`src/rtl/core/assert_macros.svh`:
```
// -----------------------------------------------------------------------------
// assert_macros.svh
// Assertion shorthands shared by the frame buffer scroll engine modules.
// Each macro expects signals named clock and reset in the module that uses it.
// -----------------------------------------------------------------------------
`ifndef ASSERT_MACROS_SVH
`define ASSERT_MACROS_SVH

// Same-cycle implication, muted while reset is high.
`define FBS_ASSERT_IMP(label, ante, cons) \
   label: assert property (@(posedge clock) disable iff (reset) (ante) |-> (cons)) \
      else $error("fbs assertion failed");

// Next-cycle implication, muted while reset is high.
`define FBS_ASSERT_NXT(label, ante, cons) \
   label: assert property (@(posedge clock) disable iff (reset) (ante) |=> (cons)) \
      else $error("fbs assertion failed");

`endif

```
`src/rtl/core/fbs_pkg.sv`:
```
// -----------------------------------------------------------------------------
// fbs_pkg
// Types, codes and default sizes shared by the frame buffer scroll engine.
// -----------------------------------------------------------------------------
package fbs_pkg;

   localparam int DEF_FRAME_HEIGHT = 8;
   localparam int DEF_FRAME_WIDTH  = 32;
   localparam int DEF_COLOUR_BITS  = 24;

   typedef enum logic [2:0] {
      OP_WRITE = 3'd0,
      OP_UP    = 3'd1,
      OP_DOWN  = 3'd2,
      OP_LEFT  = 3'd3,
      OP_RIGHT = 3'd4,
      OP_READ  = 3'd5
   } opcode_type;

   typedef enum logic [2:0] {
      ST_CLEAR,
      ST_IDLE,
      ST_DECODE,
      ST_SCROLL,
      ST_DRAIN,
      ST_FINISH
   } state_type;

   typedef struct packed {
      logic [2:0]  opcode;
      logic [2:0]  row_index;
      logic [4:0]  column_index;
      logic [23:0] pixel_colour;
      logic [5:0]  scroll_amount;
   } req_beat_type;

   typedef struct packed {
      logic [23:0] read_colour;
      logic        read_valid;
   } rsp_beat_type;

   // controller -> datapath
   typedef struct packed {
      logic accept;
      logic mem_write;
      logic mem_read;
      logic scroll_step;
      logic clear_step;
      logic load_rsp;
   } cmd_type;

   // datapath -> controller
   typedef struct packed {
      opcode_type op;
      logic       last_up;
      logic       last_down;
      logic       rsp_free;
   } sts_type;

endpackage

```
`src/rtl/core/fbs_ctrl.sv`:
```
// -----------------------------------------------------------------------------
// fbs_ctrl
// Sequencer: clears the store after reset, then runs one item at a time.
// -----------------------------------------------------------------------------
`include "assert_macros.svh"

module fbs_ctrl (
   input  logic             clock,
   input  logic             reset,
   input  logic             req_valid,
   output logic             req_stall,
   input  fbs_pkg::sts_type sts,
   output fbs_pkg::cmd_type cmd
);
   import fbs_pkg::*;

   state_type state_ff;
   state_type state_in;

   always_ff @(posedge clock) begin
      if (reset) begin
         state_ff <= ST_CLEAR;
      end else begin
         state_ff <= state_in;
      end
   end

   always_comb begin
      state_in  = state_ff;
      cmd       = '0;
      req_stall = 1'b1;
      case (state_ff)
         ST_CLEAR: begin
            cmd.clear_step = 1'b1;
            if (sts.last_up) begin
               state_in = ST_IDLE;
            end
         end
         ST_IDLE: begin
            req_stall  = 1'b0;
            cmd.accept = req_valid;
            if (req_valid) begin
               state_in = ST_DECODE;
            end
         end
         ST_DECODE: begin
            case (sts.op)
               OP_WRITE: begin
                  cmd.mem_write = 1'b1;
                  state_in      = ST_FINISH;
               end
               OP_READ: begin
                  cmd.mem_read = 1'b1;
                  state_in     = ST_FINISH;
               end
               OP_UP, OP_DOWN, OP_LEFT, OP_RIGHT: begin
                  state_in = ST_SCROLL;
               end
               default: begin
                  state_in = ST_FINISH;
               end
            endcase
         end
         ST_SCROLL: begin
            cmd.scroll_step = 1'b1;
            if ((sts.op == OP_DOWN) || (sts.op == OP_RIGHT)) begin
               if (sts.last_down) begin
                  state_in = ST_DRAIN;
               end
            end else if (sts.last_up) begin
               state_in = ST_DRAIN;
            end
         end
         ST_DRAIN: begin
            state_in = ST_FINISH;
         end
         ST_FINISH: begin
            if (sts.rsp_free) begin
               cmd.load_rsp = 1'b1;
               state_in     = ST_IDLE;
            end
         end
         default: begin
            state_in = ST_IDLE;
         end
      endcase
   end

   // a completed scroll sweep always drains its last write before finishing
   `FBS_ASSERT_NXT(a_sweep_drains, (state_ff == ST_SCROLL) && (state_in != ST_SCROLL), state_ff == ST_DRAIN)

endmodule

```
`config.mk`:
```
export PLATFORM = sky130hd
export DESIGN_NAME = fbs_ctrl
export DESIGN_NICKNAME = d
export VERILOG_FILES = /design/src/rtl/core/fbs_pkg.sv /design/src/rtl/core/fbs_ctrl.sv
export VERILOG_INCLUDE_DIRS = /design/src /design/src/rtl/core
export SDC_FILE = /design/constraint.sdc
export NUM_CORES = 1
export LEC_CHECK = 0
export ABC_AREA = 1
export BUFFER_PORTS_ARGS = -buffer_cell sky130_fd_sc_hd__buf_2
export CORE_AREA = 10 10 47 49
export CTS_CLUSTER_SIZE = 28
export DETAILED_ROUTE_END_ITERATION = 8
export DIE_AREA = 0 0 57 59
export PLACE_DENSITY = 0.43
export SYNTH_ARGS = -nofsm -noshare
export SYNTH_HDL_FRONTEND = slang
export SYNTH_SLANG_ARGS = --single-unit
```
`constraint.sdc`:
```
create_clock -name clock -period 1.4 [get_ports clock]
set_input_delay 0.07 -clock clock [delete_from_list [all_inputs] [get_ports clock]]
set_output_delay 0.07 -clock clock [all_outputs]
set_load 0.01 [all_outputs]
```
==> After elaboration in Yosys (flattened, before gate mapping) <==
Cells that the tools add are included.
{ "op_classes": {"n_eq_ne": 15, "muxes": 17, "n_reduce_logical": 5} }
{ "op_table": {"columns": ["operator", "count"], "rows": [
  ["$mux W3", 7],
  ["$pmux W3 S6", 1],
  ["$eq A3 B2 Y1 const B", 4],
  ["$eq A3 B3 Y1 const B", 4],
  ["$mux W1", 8],
  ["$eq A3 B1 Y1 const B", 2],
  ["$logic_not A3 Y1", 2],
  ["$ne A2 B2 Y1 const B", 3],
  ["$ne A3 B3 Y1 const B", 2],
  ["$reduce_and A5 Y1", 1],
  ["$reduce_or A4 Y1", 1],
  ["$mux W2", 1],
  ["$logic_or A1 B1 Y1", 1]
]} }
{ "word_totals": {"reg_bits": 3, "output_inout_bits": 7, "word_cells": 38} }

==> Longest topological paths before layout <==
Gate-level depths: netlist of run 1.
{ "depth": {"ltp_word": 4, "ltp_mapped": 10, "ltp_nobuf": 10} }

==> Worst setup path after synthesis of run 1 <==
OpenSTA, ideal clock, no wires.
{ "synth_timing": {"kind": "flip-flop to flip-flop", "start": "register state_ff[0]", "end": "register state_ff[1]", "setup_ps": 113, "t_arrival_ps": 1037, "path_slack_ps": 250, "stages_incl_launch_ff": 10, "cell_sequence": "dfxtp_1 nand2_2 nor2_2 nand2_2 nor2_2 nor2_2 nand2_2 nand2_1 nand2_1 nor2_1"} }
{ "synth_between": {"elab_chain_len": 3, "word_cells_on_any_way": 13, "classes_between": "eq/ne: 10; mux: 1; reduce/logical: 2"} }
{ "synth_rtl": {"columns": ["element", "line_no", "rtl"], "rows": [
  ["start: declaration", "fbs_ctrl.sv:17", "state_type state_ff;"],
  ["start signal: assignment", "fbs_ctrl.sv:24", "state_ff <= state_in;"],
  ["$eq A3 B2 Y1 (tied with other cells)", "fbs_ctrl.sv:32", "case (state_ff)"],
  ["$ne A3 B3 Y1 (no source line) / $ne A2 B2 Y1 (equally long branches)", null, null],
  ["$reduce_and A5 Y1 (no source line)", null, null]
]} }
Several ways; a longest one is shown, not always the timed one.
A chain may end at the register's enable or synchronous reset.

==> reports/qor.csv, run 1 <==
metric;value;unit
clockBufferDepth;2;
synthSimpleGateAreaFrac;56.61;%
period_minus_slack;1.323;ns
p_clk_share;17.6;%
via_per_inst;4.098;
routedWlPerCell;9.076;um
fmax;755.9;MHz
cts_tree;done;
dp_hpwl;724.3;um
yosys-mux-area-fraction;0;%
hold_buffers;0;
seq_area;61.31;sq um
dieWidth;57;um
final_cell_mix;nand2_1, buf_2, inv_1;
synthTopCellsByArea;dfxtp_1, nand2_1, inv_1;
chipHeight;59;um
synth-compound-area-share;6.198;%
cp-start-kind;flip-flop;
setup_viol;0;
path_max_fanout;7;
grtUsageMet1;5.595;%
wl;835;um
synth-xor-area-share;0;%
drv_cap;0;
regMostFlops;state_ff;
largest_register_ffs;3;
insertedDiodeCount;0;
drive_above_1_share;36.84;%
gr-total-overflow;0;
max-slew-margin-rel;78.96;%
postSynthCellCount;57;
arrival;1.25;ns
cts_made_buffers;3;
synth_top_area_cell;dfxtp_1;
drt.antenna.violating_nets;0;
dieArea;3363;sq um
max-vdd-ir-drop;0.0007967;V
cts_setup_buffers;0;
timing.rr.end;state_ff[2];
fin_crit_sh;94.50;%
grt_pass1_vias;362;
path_clk_slew;0.03;ns
synth_fa_ha_area_share;0;%
initial_core_util;21.61;%
regToRegStartpoint;state_ff[2];
post-route-util;31.16;%
synth_top_family_by_area;simple AND/OR/NAND/NOR gates;
crit_path_start;state_ff[2];
hold_path.class;in -> reg;
worst_pin_slew;0.3152;ns
met2_usage;7.752;%
use_met3;3.219;%
synth-seq-cells;3;
io_pins;16;
holdCritStartpoint;reset;
status;finished clean;
cp-end-kind;output pin;
p_int;420.7;uW
grt_pass1_wl;1414;um
whs_path_depth;4;
port_buffers;15;
rows;14;
min_to;state_ff[2];
drcViolationCount;0;
hold_viol;0;
reg2reg_depth;7;
p_comb_share;58.7;%
syn-num-nets;66;
synth_area;302.8;sq um
final.setup_skew;0.0006263;ns
htree_levels;1;
fin_nets;86;
slew_violations;0;
seqPwrFrac;23.7;%
powerDensity;1895;nW/um^2
coreArea;1401;sq um
first_pass_iters;4;
rsz0062_at_grt;no;
cp.required;1.33;ns
total_leakage_power;0.0002559;uW
antenna_found_initial;0;
synth_cell_types;13;
drt_iter0_drc;5;
cts_root_buf;clkbuf_4;
finalSetupTns;0;ns
yosys_warnings;0;
seq_area_frac_synth;19.83;%
p_switching;406.9;uW
rrSetupSlack;0.18;ns
p_sw_share;49.17;%
top_usage_layer;met2;
clock-sinks;3;
n_fill_cell;167;
multi_input_area;201.4;sq um
area_delta_synth_final;44.22;%
reg.largest.list;state_ff: 3 flops;
avgSynthCellArea;5.312;sq um
clock_latency;0.23;ns
vias;377;
place.gp.congestion;0.7284;
crit_type;reg -> out;
yosysTopAreaCellShare;19.83;%
grt_max_degree;8;
grt_usage;5.104;%
worst max path at each step:
stage	to	slack, ns	depth (start not counted)
after floorplan	state_ff[1]	0.25	9
after global placement	cmd[3]	0.21	5
after detailed placement	cmd[3]	0.22	5
after CTS	cmd[3]	0.04	5
after global routing	cmd[3]	0.007	4
final	cmd[3]	0.08	4
kinds of logic (layout without fill, tap and decap cells):
| kind of cell | Yosys count | in the layout |
|---|---|---|
| AO/OA/AOI/OAI | 3 | 3 |
| buffers and inverters | 14 | 33 |
| flip-flops | 3 | 3 |
| AND/OR/NAND/NOR | 37 | 37 |
layout make-up:
type	instances	share of cell area, %
Timing Repair Buffer	15	17.19
Multi-Input combinational cell	40	46.13
Sequential cell	3	14.04
Clock buffer	4	6.017
Tap cell	16	4.585
Inverter	14	12.03
synthesized netlist by cell type:
cell / n
nand2_1: 15
inv_1: 14
nand3_1: 5
nor2_1: 5
nor2_2: 4
dfxtp_1: 3
nand2_2: 3
nor3_1: 3
nand4_1: 1
nor4_1: 1
o21ai_0: 1
o21bai_1: 1
o22ai_1: 1
worst max-delay path, stage by stage, from the launching register on:
cell and delay (ns):
dfxtp_1 0.39, nor3_4 0.23, inv_1 0.09, nor4_1 0.15, buf_2 0.17
routing by layer:
layer	up-vias	routed length (um)
met5	-	0
met4	0	0
met1	154	372
li1	211	-
met3	0	84
met2	12	378
power groups by stage:
stage	sequential [uW]	combinational (uW)	clock (uW)
after detailed placement	180	474	0
after global placement	180	481	0
after global routing	205	564	159
after floorplan	170	348	0
final	196	486	146
after CTS	182	482	157
stage by stage:
stage | worst slack, ns | cells | cell area (sq um) | total power, uW | hold slack (ns)
4_1_cts | 0.04240 | 92 | 429.2 | 820.6 | 0.09647
3_3_place_gp | 0.2086 | 88 | 397.9 | 661.4 | 0.3430
5_1_grt | 0.007390 | 92 | 436.7 | 928.2 | 0.1239
6_report | 0.07701 | 92 | 436.7 | 827.7 | 0.1008
2_1_floorplan | 0.2500 | 57 | 302.8 | 518.7 | 0.1904
3_5_place_dp | 0.2151 | 88 | 397.9 | 654.6 | 0.3404
what timing repair did:
action | in CTS | in global routing
setup endpoints to repair | 2 | 3
gates resized for setup | 1 | 3
hold endpoints to repair | 0 | 0
cloned | 0 | 0
Power figures use the tool's default switching activity.
==> inputs of run 2 (changes only) <==
CORE_AREA = 2 2 39 41   (was 10 10 47 49)
DIE_AREA = 0 0 41 43   (was 0 0 57 59)
==> reports/qor.csv, run 2 (same netlist as run 1, synthesis figures left out) <==
metric;value;unit
grt_pass1_vias;317;
powerDensity;1887;nW/um^2
cts_setup_buffers;0;
dieArea;1763;sq um
regMostFlops;state_ff;
fin_nets;86;
gr-total-overflow;0;
dp_hpwl;610.2;um
routedWlPerCell;8.315;um
finalSetupTns;0;ns
max-vdd-ir-drop;0.001161;V
chipHeight;43;um
clock_latency;0.23;ns
dpl_cell_area;397.9;sq um
place_ws;0.1722;ns
timing.rr.end;state_ff[2];
layout_setup_ws;0.09933;ns
port_buffers;15;
final_area;442.9;sq um
crit_type;reg -> out;
cts_tree;done;
arrival;1.23;ns
reg2reg_depth;7;
grt_usage;9.428;%
whs_path_depth;4;
fin_crit_sh;92.90;%
clockBufferDepth;2;
max-slew-margin-rel;78.71;%
n_fill_cell;165;
final.setup_skew;0.003833;ns
place.gp.congestion;0.7224;
status;finished clean;
cp-start-kind;flip-flop;
cp-end-kind;output pin;
drt.antenna.violating_nets;0;
holdCritStartpoint;reset;
slew_violations;0;
vias;380;
dieWidth;41;um
path_max_fanout;7;
p_total;835.7;uW
first_pass_iters;4;
clock-sinks;3;
path_clk_slew;0.04;ns
htree_levels;1;
drt_iter0_drc;3;
hold_viol;0;
cts_root_buf;clkbuf_4;
reg.largest.list;state_ff: 3 flops;
wl;765;um
rsz0062_at_grt;no;
drcViolationCount;0;
area_delta_synth_final;46.28;%
period_minus_slack;1.301;ns
initial_core_util;21.88;%
setup_viol;0;
regToRegStartpoint;state_ff[2];
largest_register_ffs;3;
placed_cells;88;
hold_path.class;in -> reg;
insertedDiodeCount;0;
fmax;768.8;MHz
total_leakage_power;0.0002570;uW
rows;14;
via_per_inst;4.130;
rrSetupSlack;0.17;ns
cp.required;1.33;ns
io_pins;16;
min_to;state_ff[1];
coreArea;1384;sq um
worst_pin_slew;0.3189;ns
final_cells;92;
cts_made_buffers;3;
drive_above_1_share;39.47;%
drv_cap;0;
grt_pass1_wl;1152;um
final_cell_mix;nand2_1, buf_2, inv_1;
antenna_found_initial;0;
grt_max_degree;8;
run 2: through the flow:
stage	util, %	hold WS (ns)
2_1_floorplan	-	0.1904
3_3_place_gp	28.75	0.3416
3_5_place_dp	28.75	0.3500
4_1_cts	31.01	0.1058
5_1_grt	32.01	0.1216
6_report	32.01	0.1096
run 2: timing repair:
action,CTS,global route
endpoints found under the hold margin,0,0
setup endpoints to repair,1,3
gates resized for setup,1,5
hold buffers,0,0
pin swaps,0,1
run 2: worst max path at each step:
stage,startpoint,endpoint,slack [ns],depth (start not counted)
2_1_floorplan,state_ff[0],state_ff[1],0.25,9
3_3_place_gp,state_ff[2],state_ff[2],0.18,7
3_5_place_dp,state_ff[0],state_ff[1],0.17,9
4_1_cts,state_ff[1],cmd[3],0.06,5
5_1_grt,state_ff[1],cmd[3],0.0006,5
6_report,state_ff[1],cmd[3],0.1,5
run 2: layout make-up:
cell class	count	area, sq um	area share, %
Timing Repair Buffer	15	75.07	16.95
Clock buffer	4	26.28	5.932
Inverter	14	52.55	11.86
Tap cell	16	20.02	4.520
Sequential cell	3	61.31	13.84
Multi-Input combinational cell	40	207.7	46.89
run 2: routing by layer:
layer / wire length [um] / vias up / track usage [%] / share of wire [%]
met2: 361 / 13 / 13.75 / 47
li1: - / 213 / - / -
met3: 55 / 0 / 4.712 / 7.2
met5: 0 / - / 0 / 0
met4: 0 / 0 / 2.000 / 0
met1: 348 / 154 / 12.18 / 45
run 2: critical path, stage by stage, from the launching register on:
cell and delay, ns:
dfxtp_1 0.34, inv_2 0.09, nor3_4 0.21, inv_2 0.07, nor4_2 0.12, buf_2 0.17
run 2: power by group:
group | total [uW] | switching, uW | internal [uW]
clock network | 148 | 41.6 | 107
logic | 490 | 299 | 191
registers | 198 | 68.1 | 129
total | 836 | 409 | 427
==> inputs of run 3 (changes only) <==
BUFFER_PORTS_ARGS = -buffer_cell sky130_fd_sc_hd__buf_4   (was -buffer_cell sky130_fd_sc_hd__buf_2)
RECOVER_POWER = 25   (was default)
==> reports/qor.csv, run 3 (same netlist as run 1, synthesis figures left out) <==
metric;value;unit
wl;736;um
placed_cells;88;
clock-sinks;3;
drt.antenna.violating_nets;0;
p_total;837.9;uW
port_buffers;15;
cp.required;1.33;ns
holdCritStartpoint;reset;
dr_wl_met3;46;um
regToRegStartpoint;state_ff[2];
vias;381;
drt_iter0_drc;5;
initial_core_util;21.88;%
cts_root_buf;clkbuf_4;
drive_above_1_share;35.53;%
slew_violations;0;
regMostFlops;state_ff;
hold_path.class;in -> reg;
crit_path_start;state_ff[2];
period_minus_slack;1.322;ns
hold-worst-slack;0.1026;ns
cp-start-kind;flip-flop;
clock_latency;0.23;ns
status;finished clean;
fin_crit_sh;94.42;%
reg2reg_depth;7;
powerDensity;1805;nW/um^2
routedWlPerCell;8.000;um
chipHeight;43;um
first_pass_iters;4;
wl_met2;362;um
io_pins;16;
grt_max_degree;8;
dieWidth;41;um
antenna_found_initial;0;
grt_pass1_vias;337;
final_cells;92;
cts_made_buffers;3;
gr-total-overflow;0;
final_common_cell;nand2_1;
path_max_fanout;7;
drcViolationCount;0;
dieArea;1763;sq um
grt_usage;9.719;%
area_delta_synth_final;53.31;%
insertedDiodeCount;0;
htree_levels;1;
grt_pass1_wl;1207;um
hold_buffers;0;
setup_viol;0;
final.setup_skew;0.002489;ns
place.gp.congestion;0.7343;
post-route-util;33.54;%
rsz0062_at_grt;yes;
total_leakage_power;0.0002620;uW
max-slew-margin-rel;82.27;%
top_layer;met3;
coreArea;1384;sq um
rrSetupSlack;0.22;ns
via_per_inst;4.141;
reg.largest.list;state_ff: 3 flops;
worst_pin_slew;0.2656;ns
fmax;756.5;MHz
fin_nets;86;
timing.rr.end;state_ff[2];
cts_setup_buffers;0;
max-vdd-ir-drop;0.0006170;V
drt-met1-wl;327;um
cp-endpoint;cmd[3];
rows;14;
dp_hpwl;628.8;um
largest_register_ffs;3;
cp-end-kind;output pin;
arrival;1.25;ns
crit_type;reg -> out;
finalSetupTns;0;ns
clockBufferDepth;2;
hold_viol;0;
final_cell_mix;nand2_1, buf_4, inv_1;
cts_tree;done;
path_clk_slew;0.03;ns
drv_cap;0;
## run 3: changes by cell type in the layout (fill, tap and decap cells not counted), sizes merged
cell,delta
clkbuf,+1
buf,-1
## run 3: metrics by stage
step	instance area, sq um	setup slack (ns)
after detailed placement	435.4	0.1934
after global routing	464.2	-0.03791
final	464.2	0.07807
after global placement	435.4	0.1857
after floorplan	302.8	0.2500
after CTS	466.7	0.02993
## run 3: what timing repair did
item | in CTS | in global routing
gates cloned | 0 | 0
endpoints found under the setup margin | 1 | 4
gates resized for setup | 1 | 2
## run 3: metal layers
metal  vias up  GRT usage [%]
met2        11          15.63
met3         0              0
met1       157          12.14
met5         -              0
met4         0          6.000
li1        213              -
## run 3: final cells by class
cell class | instances | area (sq um)
Tap cell | 16 | 20.02
Fill cell | 169 | 919.6
Multi-Input combinational cell | 40 | 195.2
Timing Repair Buffer | 15 | 108.9
Sequential cell | 3 | 61.31
Inverter | 14 | 52.55
Clock buffer | 4 | 26.28
## run 3: worst min path at each step
stage                   to  cells past startpoint
3_5_place_dp   state_ff[2]                      4
5_1_grt        state_ff[2]                      4
2_1_floorplan       cmd[3]                      1
3_3_place_gp   state_ff[2]                      4
6_report       state_ff[1]                      4
4_1_cts        state_ff[2]                      4
## run 3: power by group
part / internal [uW] / switching, uW / leakage [uW] / total, uW
clock: 107 / 41.4 / 0.0000150 / 148
combinational: 213 / 288 / 0.000222 / 501
sequential: 129 / 59.3 / 0.0000251 / 189
## run 3: critical path, cell delays in order, from the launching register on
cell,delay [ns]
dfxtp_1,0.37
nor3_2,0.22
inv_1,0.09
nor4_1,0.17
buf_4,0.17
